==> src/sv/lfu_pkg.sv <==
`timescale 1ns / 1ps
// Shared types and constants for the LFU cache with LRU tie break.
package lfu_pkg;

  localparam int DATA_W = 32;
  localparam int CFG_W  = 5;

  localparam logic [CFG_W-1:0]  CAP_RESET = 5'd16;
  localparam logic [DATA_W-1:0] COUNT_MAX = 32'hFFFF_FFFF;
  localparam logic [DATA_W-1:0] COUNT_NEW = 32'd1;
  localparam logic [DATA_W-1:0] MISS_VAL  = 32'hFFFF_FFFF;

  localparam logic CMD_GET = 1'b0;
  localparam logic CMD_PUT = 1'b1;

  typedef enum logic [2:0] {
    ST_IDLE,
    ST_SCAN,
    ST_DECIDE,
    ST_UPDATE,
    ST_FINISH
  } lfu_state_t;

  // Flags and data gathered by the scan pass.
  typedef struct packed {
    logic              found;
    logic              free_found;
    logic              vic_found;
    logic [DATA_W-1:0] found_value;
    logic [DATA_W-1:0] found_count;
    logic [DATA_W-1:0] vic_key;
  } scan_status_t;

endpackage

==> src/sv/lfu_if.sv <==
`timescale 1ns / 1ps
// Request and response channel interfaces.
interface lfu_req_if;
  import lfu_pkg::*;
  logic                     valid;
  logic                     ready;
  logic                     command;
  logic signed [DATA_W-1:0] key;
  logic signed [DATA_W-1:0] value;
  modport source (output valid, output command, output key, output value, input ready);
  modport sink   (input valid, input command, input key, input value, output ready);
endinterface

interface lfu_rsp_if;
  import lfu_pkg::*;
  logic                     valid;
  logic                     ready;
  logic                     hit;
  logic signed [DATA_W-1:0] read_value;
  logic                     evicted;
  logic signed [DATA_W-1:0] evicted_key;
  modport source (output valid, output hit, output read_value, output evicted,
                  output evicted_key, input ready);
  modport sink   (input valid, input hit, input read_value, input evicted,
                  input evicted_key, output ready);
endinterface

==> src/sv/lfu_ram.sv <==
`timescale 1ns / 1ps
// Generic single-write, single-read RAM with registered read data.
module lfu_ram #(
  parameter int WIDTH = 32,
  parameter int DEPTH = 16
) (
  input  logic                             clk,
  input  logic                             we,
  input  logic [((DEPTH > 1) ? $clog2(DEPTH) : 1)-1:0] waddr,
  input  logic [WIDTH-1:0]                 wdata,
  input  logic [((DEPTH > 1) ? $clog2(DEPTH) : 1)-1:0] raddr,
  output logic [WIDTH-1:0]                 rdata
);

  logic [WIDTH-1:0] mem [DEPTH];

  always_ff @(posedge clk) begin
    if (we) begin
      mem[waddr] <= wdata;
    end
    rdata <= mem[raddr];
  end

endmodule

==> src/sv/lfu_scan.sv <==
`timescale 1ns / 1ps
// Scan accumulator: key match, first free entry, used count and LFU/LRU victim.
module lfu_scan #(
  parameter int CAPACITY = 16
) (
  input  logic                         clk,
  input  logic                         rst,
  input  logic                         clear,
  input  logic                         step,
  input  logic [((CAPACITY > 1) ? $clog2(CAPACITY) : 1)-1:0] idx,
  input  logic                         ent_valid,
  input  logic [lfu_pkg::DATA_W-1:0]   ent_key,
  input  logic [lfu_pkg::DATA_W-1:0]   ent_value,
  input  logic [lfu_pkg::DATA_W-1:0]   ent_count,
  input  logic [((CAPACITY > 1) ? $clog2(CAPACITY) : 1)-1:0] ent_age,
  input  logic [lfu_pkg::DATA_W-1:0]   req_key,
  output lfu_pkg::scan_status_t        status,
  output logic [((CAPACITY > 1) ? $clog2(CAPACITY) : 1)-1:0] found_idx,
  output logic [((CAPACITY > 1) ? $clog2(CAPACITY) : 1)-1:0] found_age,
  output logic [((CAPACITY > 1) ? $clog2(CAPACITY) : 1)-1:0] free_idx,
  output logic [((CAPACITY > 1) ? $clog2(CAPACITY) : 1)-1:0] vic_idx,
  output logic [((CAPACITY > 1) ? $clog2(CAPACITY) : 1)-1:0] vic_age,
  output logic [$clog2(CAPACITY+1)-1:0] used
);
  import lfu_pkg::*;

  localparam int CW = $clog2(CAPACITY + 1);

  logic              found;
  logic              free_found;
  logic              vic_found;
  logic [DATA_W-1:0] found_value;
  logic [DATA_W-1:0] found_count;
  logic [DATA_W-1:0] vic_key;
  logic [DATA_W-1:0] vic_count;
  logic              vic_take;

  // Lower count wins; equal count goes to the older entry.
  assign vic_take = ent_valid &&
                    (!vic_found || (ent_count < vic_count) ||
                     ((ent_count == vic_count) && (ent_age > vic_age)));

  always_ff @(posedge clk) begin
    if (rst || clear) begin
      found      <= 1'b0;
      free_found <= 1'b0;
      vic_found  <= 1'b0;
      used       <= '0;
    end else if (step) begin
      if (ent_valid) begin
        used <= used + CW'(1);
        if (!found && (ent_key == req_key)) begin
          found       <= 1'b1;
          found_idx   <= idx;
          found_age   <= ent_age;
          found_value <= ent_value;
          found_count <= ent_count;
        end
      end else if (!free_found) begin
        free_found <= 1'b1;
        free_idx   <= idx;
      end
      if (vic_take) begin
        vic_found <= 1'b1;
        vic_idx   <= idx;
        vic_age   <= ent_age;
        vic_count <= ent_count;
        vic_key   <= ent_key;
      end
    end
  end

  assign status = '{found:       found,
                    free_found:  free_found,
                    vic_found:   vic_found,
                    found_value: found_value,
                    found_count: found_count,
                    vic_key:     vic_key};

endmodule

==> src/sv/lfu_cache_lru_tiebreak.sv <==
`timescale 1ns / 1ps
// Top level: LFU key/value cache with LRU tie break, sequenced over one entry RAM.
//
// Each request takes one pass over all CAPACITY entries through the single
// read port of the entry RAM to find the key, the first free entry, the
// number in use and the eviction victim (lowest use count, oldest on a tie),
// then, when the cache changes, a second read-modify-write pass that bumps
// age ranks and writes the touched or new entry. The second pass runs for a
// get hit or an accepted put and is skipped for a get miss or a put while
// capacity_in_use is zero; both passes use the one read port. The result sits
// in an output register, so one finished item may wait there while the next
// is processed. Entry valid bits are flip-flops cleared by reset, so no
// clearing pass is needed.
module lfu_cache_lru_tiebreak #(
  parameter int CAPACITY = 16
) (
  input  logic                      clk,
  input  logic                      rst,
  lfu_req_if.sink                   req,
  lfu_rsp_if.source                 rsp,
  input  logic                      cfg_wen,
  input  logic [lfu_pkg::CFG_W-1:0] cfg_wdata
);
  import lfu_pkg::*;

  localparam int AW   = (CAPACITY > 1) ? $clog2(CAPACITY) : 1;
  localparam int CW   = $clog2(CAPACITY + 1);
  localparam int CMPW = (CW > CFG_W) ? CW : CFG_W;
  localparam int RW   = 3 * DATA_W + AW;

  lfu_state_t state, state_next;

  logic [CFG_W-1:0]    capacity_in_use;
  logic [CAPACITY-1:0] entry_valid;
  logic [CW-1:0]       cnt;
  logic [CW-1:0]       cnt_m1;
  logic [AW-1:0]       proc_idx;
  logic                cnt_last;

  logic              req_cmd;
  logic [DATA_W-1:0] req_key;
  logic [DATA_W-1:0] req_val;

  // Update pass target and age threshold.
  logic [AW-1:0]     target;
  logic [DATA_W-1:0] tgt_key;
  logic [DATA_W-1:0] tgt_val;
  logic [DATA_W-1:0] tgt_count;
  logic [AW-1:0]     thr;
  logic              thr_all;

  logic              res_hit;
  logic [DATA_W-1:0] res_rv;
  logic              res_ev;
  logic [DATA_W-1:0] res_ek;

  logic              rsp_valid;
  logic              rsp_hit;
  logic [DATA_W-1:0] rsp_rv;
  logic              rsp_ev;
  logic [DATA_W-1:0] rsp_ek;

  // Control outputs.
  logic in_ready;
  logic accept;
  logic scan_step;
  logic upd_step;
  logic out_free;

  // RAM.
  logic              ram_we;
  logic [RW-1:0]     ram_wdata;
  logic [RW-1:0]     ram_rdata;
  logic [DATA_W-1:0] rd_key;
  logic [DATA_W-1:0] rd_val;
  logic [DATA_W-1:0] rd_count;
  logic [AW-1:0]     rd_age;
  logic [AW-1:0]     age_inc;

  // Scan results.
  scan_status_t  st;
  logic [AW-1:0] found_idx;
  logic [AW-1:0] found_age;
  logic [AW-1:0] free_idx;
  logic [AW-1:0] vic_idx;
  logic [AW-1:0] vic_age;
  logic [CW-1:0] used;

  // Decision.
  logic [CMPW-1:0]   cap_lim;
  logic [CMPW-1:0]   used_ext;
  logic              need_ev;
  logic              dec_update;
  logic              dec_set_valid;
  logic              dec_ev;
  logic [DATA_W-1:0] dec_rv;
  logic [DATA_W-1:0] dec_ek;
  logic [AW-1:0]     dec_target;
  logic [DATA_W-1:0] dec_val;
  logic [DATA_W-1:0] dec_count;
  logic [AW-1:0]     dec_thr;
  logic              dec_all;
  logic [DATA_W-1:0] count_inc;

  assign cnt_m1   = cnt - CW'(1);
  assign proc_idx = cnt_m1[AW-1:0];
  assign cnt_last = (cnt == CW'(CAPACITY));

  assign rd_age   = ram_rdata[AW-1:0];
  assign rd_count = ram_rdata[AW +: DATA_W];
  assign rd_val   = ram_rdata[AW + DATA_W +: DATA_W];
  assign rd_key   = ram_rdata[AW + 2*DATA_W +: DATA_W];

  lfu_ram #(
    .WIDTH (RW),
    .DEPTH (CAPACITY)
  ) u_ram (
    .clk   (clk),
    .we    (ram_we),
    .waddr (proc_idx),
    .wdata (ram_wdata),
    .raddr (cnt[AW-1:0]),
    .rdata (ram_rdata)
  );

  lfu_scan #(
    .CAPACITY (CAPACITY)
  ) u_scan (
    .clk       (clk),
    .rst       (rst),
    .clear     (accept),
    .step      (scan_step),
    .idx       (proc_idx),
    .ent_valid (entry_valid[proc_idx]),
    .ent_key   (rd_key),
    .ent_value (rd_val),
    .ent_count (rd_count),
    .ent_age   (rd_age),
    .req_key   (req_key),
    .status    (st),
    .found_idx (found_idx),
    .found_age (found_age),
    .free_idx  (free_idx),
    .vic_idx   (vic_idx),
    .vic_age   (vic_age),
    .used      (used)
  );

  // Next state.
  always_comb begin
    state_next = state;
    case (state)
      ST_IDLE: begin
        if (req.valid) state_next = ST_SCAN;
      end
      ST_SCAN: begin
        if (cnt_last) state_next = ST_DECIDE;
      end
      ST_DECIDE: begin
        state_next = dec_update ? ST_UPDATE : ST_FINISH;
      end
      ST_UPDATE: begin
        if (cnt_last) state_next = ST_FINISH;
      end
      ST_FINISH: begin
        if (out_free) state_next = ST_IDLE;
      end
      default: state_next = ST_IDLE;
    endcase
  end

  // State outputs.
  always_comb begin
    in_ready  = 1'b0;
    scan_step = 1'b0;
    upd_step  = 1'b0;
    case (state)
      ST_IDLE:   in_ready  = 1'b1;
      ST_SCAN:   scan_step = (cnt != '0);
      ST_UPDATE: upd_step  = (cnt != '0);
      default: begin
        in_ready = 1'b0;
      end
    endcase
  end

  assign req.ready = in_ready;
  assign accept    = req.valid && in_ready;
  assign out_free  = !rsp_valid || rsp.ready;

  // Read-modify-write of the entry read in the previous cycle.
  assign age_inc = (thr_all || (rd_age < thr)) ? (rd_age + AW'(1)) : rd_age;
  assign ram_we  = upd_step && ((proc_idx == target) || entry_valid[proc_idx]);
  always_comb begin
    if (proc_idx == target) begin
      ram_wdata = {tgt_key, tgt_val, tgt_count, AW'(0)};
    end else begin
      ram_wdata = {rd_key, rd_val, rd_count, age_inc};
    end
  end

  // Decision after the scan pass.
  assign count_inc = (st.found_count == COUNT_MAX) ? st.found_count
                                                   : (st.found_count + DATA_W'(1));
  assign cap_lim  = (CMPW'(capacity_in_use) > CMPW'(CAPACITY)) ? CMPW'(CAPACITY)
                                                               : CMPW'(capacity_in_use);
  assign used_ext = CMPW'(used);
  assign need_ev  = (used_ext >= cap_lim) || !st.free_found;

  always_comb begin
    dec_update    = 1'b0;
    dec_set_valid = 1'b0;
    dec_ev        = 1'b0;
    dec_rv        = '0;
    dec_ek        = '0;
    dec_target    = found_idx;
    dec_val       = st.found_value;
    dec_count     = count_inc;
    dec_thr       = found_age;
    dec_all       = 1'b0;
    if (req_cmd == CMD_GET) begin
      dec_rv     = st.found ? st.found_value : MISS_VAL;
      dec_update = st.found;
    end else if (capacity_in_use != '0) begin
      dec_val = req_val;
      if (st.found) begin
        dec_update = 1'b1;
      end else if (need_ev && st.vic_found) begin
        dec_update = 1'b1;
        dec_ev     = 1'b1;
        dec_ek     = st.vic_key;
        dec_target = vic_idx;
        dec_thr    = vic_age;
        dec_count  = COUNT_NEW;
      end else if (st.free_found) begin
        dec_update    = 1'b1;
        dec_set_valid = 1'b1;
        dec_target    = free_idx;
        dec_all       = 1'b1;
        dec_count     = COUNT_NEW;
      end
    end
  end

  // Sequencer registers and datapath.
  always_ff @(posedge clk) begin
    if (rst) begin
      state           <= ST_IDLE;
      capacity_in_use <= CAP_RESET;
      entry_valid     <= '0;
      cnt             <= '0;
      rsp_valid       <= 1'b0;
    end else begin
      state <= state_next;
      if (cfg_wen) begin
        capacity_in_use <= cfg_wdata;
      end
      // Load a finished item, or drop the one just taken.
      if ((state == ST_FINISH) && out_free) begin
        rsp_valid <= 1'b1;
      end else if (rsp_valid && rsp.ready) begin
        rsp_valid <= 1'b0;
      end
      case (state)
        ST_IDLE: begin
          cnt <= '0;
          if (accept) begin
            req_cmd <= req.command;
            req_key <= req.key;
            req_val <= req.value;
          end
        end
        ST_SCAN: begin
          cnt <= cnt_last ? '0 : cnt + CW'(1);
        end
        ST_DECIDE: begin
          cnt       <= '0;
          res_hit   <= st.found;
          res_rv    <= dec_rv;
          res_ev    <= dec_ev;
          res_ek    <= dec_ek;
          target    <= dec_target;
          tgt_key   <= req_key;
          tgt_val   <= dec_val;
          tgt_count <= dec_count;
          thr       <= dec_thr;
          thr_all   <= dec_all;
          if (dec_set_valid) begin
            entry_valid[dec_target] <= 1'b1;
          end
        end
        ST_UPDATE: begin
          cnt <= cnt_last ? '0 : cnt + CW'(1);
        end
        ST_FINISH: begin
          if (out_free) begin
            rsp_hit <= res_hit;
            rsp_rv  <= res_rv;
            rsp_ev  <= res_ev;
            rsp_ek  <= res_ek;
          end
        end
        default: begin
          cnt <= '0;
        end
      endcase
    end
  end

  assign rsp.valid       = rsp_valid;
  assign rsp.hit         = rsp_hit;
  assign rsp.read_value  = rsp_rv;
  assign rsp.evicted     = rsp_ev;
  assign rsp.evicted_key = rsp_ek;

endmodule
==> src/flat_wrapper.sv <==
// flat-port wrapper written by rule: the top's interface ports become plain ports
module lfu_cache_lru_tiebreak_flat import lfu_pkg::*;
#(
  parameter int CAPACITY = 16
)
  (clk, rst, cfg_wen, cfg_wdata, req_valid, req_command, req_key, req_value, req_ready, rsp_valid, rsp_hit, rsp_read_value, rsp_evicted, rsp_evicted_key, rsp_ready);
  lfu_req_if req_i ();
  lfu_rsp_if rsp_i ();
  input  logic clk;
  input  logic rst;
  input  logic cfg_wen;
  input  logic [lfu_pkg::CFG_W-1:0] cfg_wdata;
  input wire logic [$bits(req_i.valid)-1:0] req_valid;
  input wire logic [$bits(req_i.command)-1:0] req_command;
  input wire logic [$bits(req_i.key)-1:0] req_key;
  input wire logic [$bits(req_i.value)-1:0] req_value;
  output wire logic [$bits(req_i.ready)-1:0] req_ready;
  output wire logic [$bits(rsp_i.valid)-1:0] rsp_valid;
  output wire logic [$bits(rsp_i.hit)-1:0] rsp_hit;
  output wire logic [$bits(rsp_i.read_value)-1:0] rsp_read_value;
  output wire logic [$bits(rsp_i.evicted)-1:0] rsp_evicted;
  output wire logic [$bits(rsp_i.evicted_key)-1:0] rsp_evicted_key;
  input wire logic [$bits(rsp_i.ready)-1:0] rsp_ready;
  assign req_i.valid = req_valid;
  assign req_i.command = req_command;
  assign req_i.key = req_key;
  assign req_i.value = req_value;
  assign req_ready = req_i.ready;
  assign rsp_valid = rsp_i.valid;
  assign rsp_hit = rsp_i.hit;
  assign rsp_read_value = rsp_i.read_value;
  assign rsp_evicted = rsp_i.evicted;
  assign rsp_evicted_key = rsp_i.evicted_key;
  assign rsp_i.ready = rsp_ready;
  lfu_cache_lru_tiebreak #(.CAPACITY(CAPACITY)) u_core (.clk(clk), .rst(rst), .req(req_i), .rsp(rsp_i), .cfg_wen(cfg_wen), .cfg_wdata(cfg_wdata));
endmodule
==> config.mk <==
export PLATFORM = sky130hd
export DESIGN_NAME = lfu_cache_lru_tiebreak_flat
export DESIGN_NICKNAME = d
export VERILOG_FILES = /design/src/sv/lfu_pkg.sv /design/src/sv/lfu_if.sv /design/src/sv/lfu_ram.sv /design/src/sv/lfu_scan.sv /design/src/sv/lfu_cache_lru_tiebreak.sv /design/src/flat_wrapper.sv
export SDC_FILE = /design/constraint.sdc
export NUM_CORES = 2
export LEC_CHECK = 0
export BUFFER_PORTS_ARGS = -buffer_cell sky130_fd_sc_hd__clkbuf_2
export CAP_MARGIN = 40
export CORE_UTILIZATION = 56
export CTS_CLUSTER_SIZE = 24
export DETAILED_ROUTE_END_ITERATION = 7
export GPL_TIMING_DRIVEN = 0
export PLACE_DENSITY_LB_ADDON = 0.05
export SLEW_MARGIN = 40
export SYNTH_ARGS = -nofsm -noshare
export SYNTH_HDL_FRONTEND = slang
export SYNTH_SLANG_ARGS = --single-unit
==> constraint.sdc <==
create_clock -name clk -period 14.2 [get_ports clk]
set_input_delay 2.84 -clock clk [delete_from_list [all_inputs] [get_ports clk]]
set_output_delay 2.84 -clock clk [all_outputs]
set_load 0.01 [all_outputs]
### After elaboration in Yosys (flattened, before gate mapping)

Memory sizes are Yosys's and may differ from the RTL's. A register that Yosys moved wholly into a read port is not among the register bits.
Cells that the tools add are included.

* memories kept: 1
* input port bits: 75
* output and inout port bits: 68
* logic and storage cells: 159
* bits in writable memories: 1600
* flip-flop bits (word level): 488

Memory list
* u_core.u_ram.mem: depth 16, width 100, rd ports 1, clocked after Yosys merged registers in 1, wr ports 1, line lfu_ram.sv:15 `logic [WIDTH-1:0] mem [DEPTH];`

* magnitude comparators: 8
* equality and inequality tests: 13
* add/subtract/negate cells: 5
* reductions and logical operators: 39
* bitwise logic cells: 8
* muxes and demuxes: 50

Operators by type and width (count)
* 32-bit two-way mux: 9
* 100-bit two-way mux: 1
* 32-bit equality test: 2
* 4-bit two-way mux: 10
* 32-bit by 1-bit adder with 32-bit output (second input constant): 1
* 32-bit equality test (second input constant): 1
* 32-bit < comparator: 1
* 1-bit two-way mux: 19
* 16-bit OR: 1
* 3-bit two-way mux: 5
* 3-bit one-hot mux with 5 select lines: 1
* 3-bit AND reduction: 4
* 4-bit AND reduction: 3
* 5-bit by 1-bit adder with 5-bit output (second input constant): 2
* 4-bit by 5-bit < comparator with 1-bit output (second input constant): 2
* 5-bit two-way mux: 2
* 5-bit one-hot mux with 2 select lines: 1
* 2-bit AND reduction: 5
* 5-bit nonzero test: 2
* 1-bit logical AND: 9
* 1-bit logical OR: 7
* 1-bit inverter: 7
* 3-bit by 2-bit equality test with 1-bit output (second input constant): 2
* 2-bit by 1-bit inequality test with 1-bit output (second input constant): 3
* other kinds (20): 23

### Longest topological paths before layout

* depth after elaboration: 14
* gate-level depth with buffers: 14
* gate-level depth less buffers: 10

### Hierarchy

A second synthesis with hierarchy kept.

* cells, all modules: 3855
* area total of the unflattened synthesis: 81872.3 µm²

Modules (own cells, without submodules)
* lfu_ram: instances 1, sequential area each 50048.0 µm², cells an instance 2560, area each 61778.0 µm²
* lfu_cache_lru_tiebreak: instances 1, sequential area each 9669.3 µm², cells an instance 938, area each 14015.9 µm²
* lfu_scan: instances 1, sequential area each 4604.4 µm², cells an instance 357, area each 6078.3 µm²

### Least setup slack after synthesis

Ideal clock, no wire load.

* path kind: register to register
* from: register u_core.cnt[0]
* to: memory u_core.u_ram.mem[7][0] (netlist bit) (enable)
* path buffers: 4
* setup time: 0.839 ns
* arrival: 12.774 ns
* period minus slack after synthesis: 13.612 ns
* setup slack: 0.588 ns
* cell stages (with the launch flop): 12
* required time: 13.361 ns
* cell sequence: dfxtp_1 > buf_6 > buf_6 > clkbuf_1 > buf_2 > inv_1 > ha_1 > xnor2_1 > inv_2 > mux4_2 > nor2b_2 > nor4b_1

* longest elaborated chain between the ends: 7
* elaborated cells on any way between the ends: 10
* those cells by class: add/sub: 1; eq/ne: 1; mux: 5; reduce/logical: 3

Ends and longest elaborated chain
* from (decl): line lfu_cache_lru_tiebreak.sv:35 `logic [CW-1:0] cnt;`
* from (signal assigned): line lfu_cache_lru_tiebreak.sv:274 `cnt <= cnt_last ? '0 : cnt + CW'(1);`
* from (signal assigned): line lfu_cache_lru_tiebreak.sv:293 `cnt <= cnt_last ? '0 : cnt + CW'(1);`
* 4-bit by 1-bit subtractor with 4-bit output *: line lfu_cache_lru_tiebreak.sv:105 `assign cnt_m1 = cnt - CW'(1);`
* named net u_core.cnt_m1[0]: line lfu_cache_lru_tiebreak.sv:36 `logic [CW-1:0] cnt_m1;`
* 1-bit binary-select mux with 4-bit select: line lfu_cache_lru_tiebreak.sv:193 `assign ram_we = upd_step && ((proc_idx == target) || entry_valid[proc_idx]);`
* 1-bit two-way mux (implied by the code): line lfu_cache_lru_tiebreak.sv:193
* 1-bit logical OR: line lfu_cache_lru_tiebreak.sv:193
* 1-bit logical AND: line lfu_cache_lru_tiebreak.sv:193
* 1-bit two-way mux: line lfu_ram.sv:18 `if (we) begin`
* 1-bit two-way mux (implied by the code): line lfu_ram.sv:19 `mem[waddr] <= wdata;`
* to (decl): line lfu_ram.sv:15

Mark *: on every way through the listed nets, which the timed path passes. The rest lies on a longest branch. The select of a mux whose other input is x is not followed.

### Final worst setup path

* from: register u_core.cnt[1]
* to: memory u_core.u_ram.mem[8][63] (netlist bit) (enable)

The elaborated chain is that of the path after synthesis.

==> impl_metrics.yaml <==
sta:
  rsz0062_at_grt: "false"
  min_period_ns: 6.79
  period_share_pct: 47.8
  worst_pin_slew_ns: 0.898
  final.setup.tns_ns: 0
  setup_slack_ns: 7.41
  slew_headroom_pct: 39.7
  setup_viol: 0
  fmax_mhz: 147
  maxSlewViolCount: 0
  skew_ns: 0.0314
  hold_viol_final: 0
yosys:
  syn_area_per_cell_um2: 22.6
  synth_area_leaders: "edfxtp_1, mux4_2, dfxtp_1"
  synth_area_leader_cell: "edfxtp_1"
  ys_warn_count: 0
  syn_inst: 3628
  ys_async_sr_fraction_pct: 0
  synth_top_cell_area_share_pct: 75.1
  synth_area_mm2: 0.0820
  ys_types: 65
  syn_nets: 3756
  synth_common_cells: "edfxtp_1, mux4_2, dfxtp_1"
  yosysSeqAreaShare_pct: 78.5
  synth_ff_type: "edfxtp_1"
  synth_edf_count: 2050
  yosysMostFrequentCell: "edfxtp_1"
  ys_seq_elements: 2188
route:
  antenna_left: 0
  routed-via-count: 39900
  dr.pass1.iters: 5
  post_drt_via_cell_ratio: 6.15
  post_drt_wl_per_cell_um: 31.0
  drt-initial-drc-count: 4475
  wl_um: 201000
  drc_errors: 0
placement:
  numPortBuffers: 140
  dp_cells: 6082
  placed_area_mm2: 0.0889
  dp_slack_ns: 7.61
  dpl.hpwl_um: 135000
  gp_congestion: 0.792
global_route:
  busiest_layer: "met2"
  grt_pass1_vias: 41400
  grt_max_degree: 36
  antenna_found_initial: 6
  gr-usage-met1_pct: 38.1
  grtUsageMet3_pct: 4.78
  met2_usage_pct: 46.3
  overflow: 0
  grt_usage_pct: 27.7
  grt_pass1_wl_um: 288000
cts:
  cts_tree: "yes"
  clk_latency_ns: 0.84
  htree_num_levels: 4
  cts_buffers: 211
  clk_pin_slew_worst_paths_ns: 0.06
  cts_buffer_depth: 3
  post-cts-setup-buffer-count: 0
  cts-root-buf: "clkbuf_16"
  cts_resized: 0
  postCtsHoldBufs: 0
  cts_num_sinks: 2188
floorplan:
  rows: 140
  die_w_um: 385
  die_h_um: 385
  io_pins: 143
  start_util_pct: 56.4
  die-area_mm2: 0.148
  core_area_mm2: 0.145
worst_hold_path:
  hold_end: "u_core.rsp.read_value[3]$_DFFE_PP_"
  hold_path_depth: 0
  hp-start: "u_core.res_rv[3]$_SDFFCE_PP0P_"
  hp-class: "reg2reg"
setup_path:
  critPathLaunchType: "register"
  r2r_slack_ns: 7.41
  cp_max_fo: 10
  cp.arrival_ns: 7.33
  reg2reg_from: "u_core.cnt[1]$_SDFFE_PP0N_"
  setup.worst_path.class: "reg2reg"
  reg2reg_depth: 18
  cp-end-kind: "register"
  cp-startpoint: "u_core.cnt[1]$_SDFFE_PP0N_"
  r2r-end: "u_core.u_ram.mem[8][63]$_DFFE_PP_"
  worstPathRequired_ns: 14.74
status:
  status: "complete, no violations"
power_and_ir_drop:
  leakagePower_nw: 31.8
  ir_drop_mv: 0.112
  power_density_mw_per_mm2: 146
cells_and_area:
  seq_area_mm2: 0.0643
  final_util_pct: 66.0
  fillerInstances: 9395
  stdcell_count: 6483
  drive_above_1_share_pct: 36.3
  multi_input_area_mm2: 0.0168
  syn2layout_area_growth_pct: 17.1
  post-route-cell-area_mm2: 0.0960
  nNetsFinal: 4506
run:
  drv_cap: 0
## where the power goes
group          total [mW]  internal (mW)  switching (mW)
combinational       0.989          0.394           0.595
clock                5.64           3.29            2.36
sequential           7.36           7.30          0.0575
## per-layer routing
layer	vias to the layer above	share of wire [%]	routed length, um
li1	16600	-	-
met1	21200	39	79000
met2	1745	51	102000
met3	325	7.5	15100
met4	4	2.4	4900
met5	-	0.011	23
## worst max-delay path by stage
stage	endpoint	slack, ns
floorplan	u_core.u_ram.mem[7][0]$_DFFE_PP_	0.59
finish	u_core.u_ram.mem[8][63]$_DFFE_PP_	7.41
CTS	u_core.u_ram.mem[2][70]$_DFFE_PP_	7.52
global placement	u_core.u_ram.mem[7][65]$_DFFE_PP_	-17.51
global route	u_core.u_ram.mem[2][70]$_DFFE_PP_	7.20
detailed placement	u_core.u_ram.mem[2][65]$_DFFE_PP_	7.61
## kinds of logic (layout without fill, tap and decap cells)
group | Yosys count | in the layout | synth area share, %
flops | 2188 | 2188 | 78.5
fa+ha+maj | 53 | 53 | 0.809
simple gates | 268 | 268 | 1.76
other cells | 0 | 1 | 0
compound gates | 152 | 152 | 1.20
xor+xnor | 65 | 65 | 0.720
mux | 644 | 644 | 15.8
buf+inv | 258 | 1195 | 1.28
## sequential cells by signal, indices dropped and copies added (netlist names), 32 cells and up
register,flops
u_core.tgt_val,32
u_core.res_ek,32
u_core.u_scan.vic_key,32
u_core.u_ram.mem,1600
u_core.u_scan.vic_count,32
u_core.res_rv,32
u_core.req_key,32
u_core.u_ram.rdata,100
u_core.u_scan.found_value,32
u_core.u_scan.found_count,32
u_core.rsp.read_value,32
u_core.rsp.evicted_key,32
u_core.tgt_count,32
u_core.tgt_key,32
u_core.req_val,32
## through the flow
stage | hold slack [ns] | total power, mW
floorplan | 0.400 | 8.14
global placement | 0.401 | 8.43
detailed placement | 0.405 | 8.48
CTS | 0.418 | 14.1
global route | 0.421 | 14.4
finish | 0.415 | 14.0
## critical path, stage by stage (launching register included)
cell,delay [ns]
dfxtp_1,0.38
clkbuf_1,0.46
buf_2,0.61
clkbuf_1,0.73
inv_1,0.20
ha_1,0.27
xnor2_1,0.56
inv_2,0.26
mux4_2,0.52
nor2b_2,0.11
or3b_1,0.36
buf_2,0.20
nor3_2,0.56
buf_4,0.29
buf_2,0.24
buf_4,0.20
buf_4,0.17
buf_4,0.19
buf_4,0.17
## layout by cell type, fill, tap and decap left out, types with 43 or more instances in the layout
master and n:
edfxtp_1 2050, mux4_2 505, xor2_1 43, clkbuf_1 89, buf_2 231, nor2_1 48, ha_1 53, dfxtp_1 138
buf_4 144, a21oi_1 65, clkbuf_2 202, inv_1 99, clkbuf_16 214, mux2_2 132, nand2_1 44
## layout make-up
cell class / instances / share of cell area, %
Sequential cell: 2188 / 67.0
Multi-Input combinational cell: 1182 / 17.5
Clock buffer: 296 / 6.16
Timing Repair Buffer: 537 / 4.47
Tap cell: 1917 / 2.50
Clock inverter: 104 / 1.19
Buffer: 158 / 0.793
Inverter: 100 / 0.391
Antenna cell: 1 / 0.00261
(Power assumes the default switching activity.)
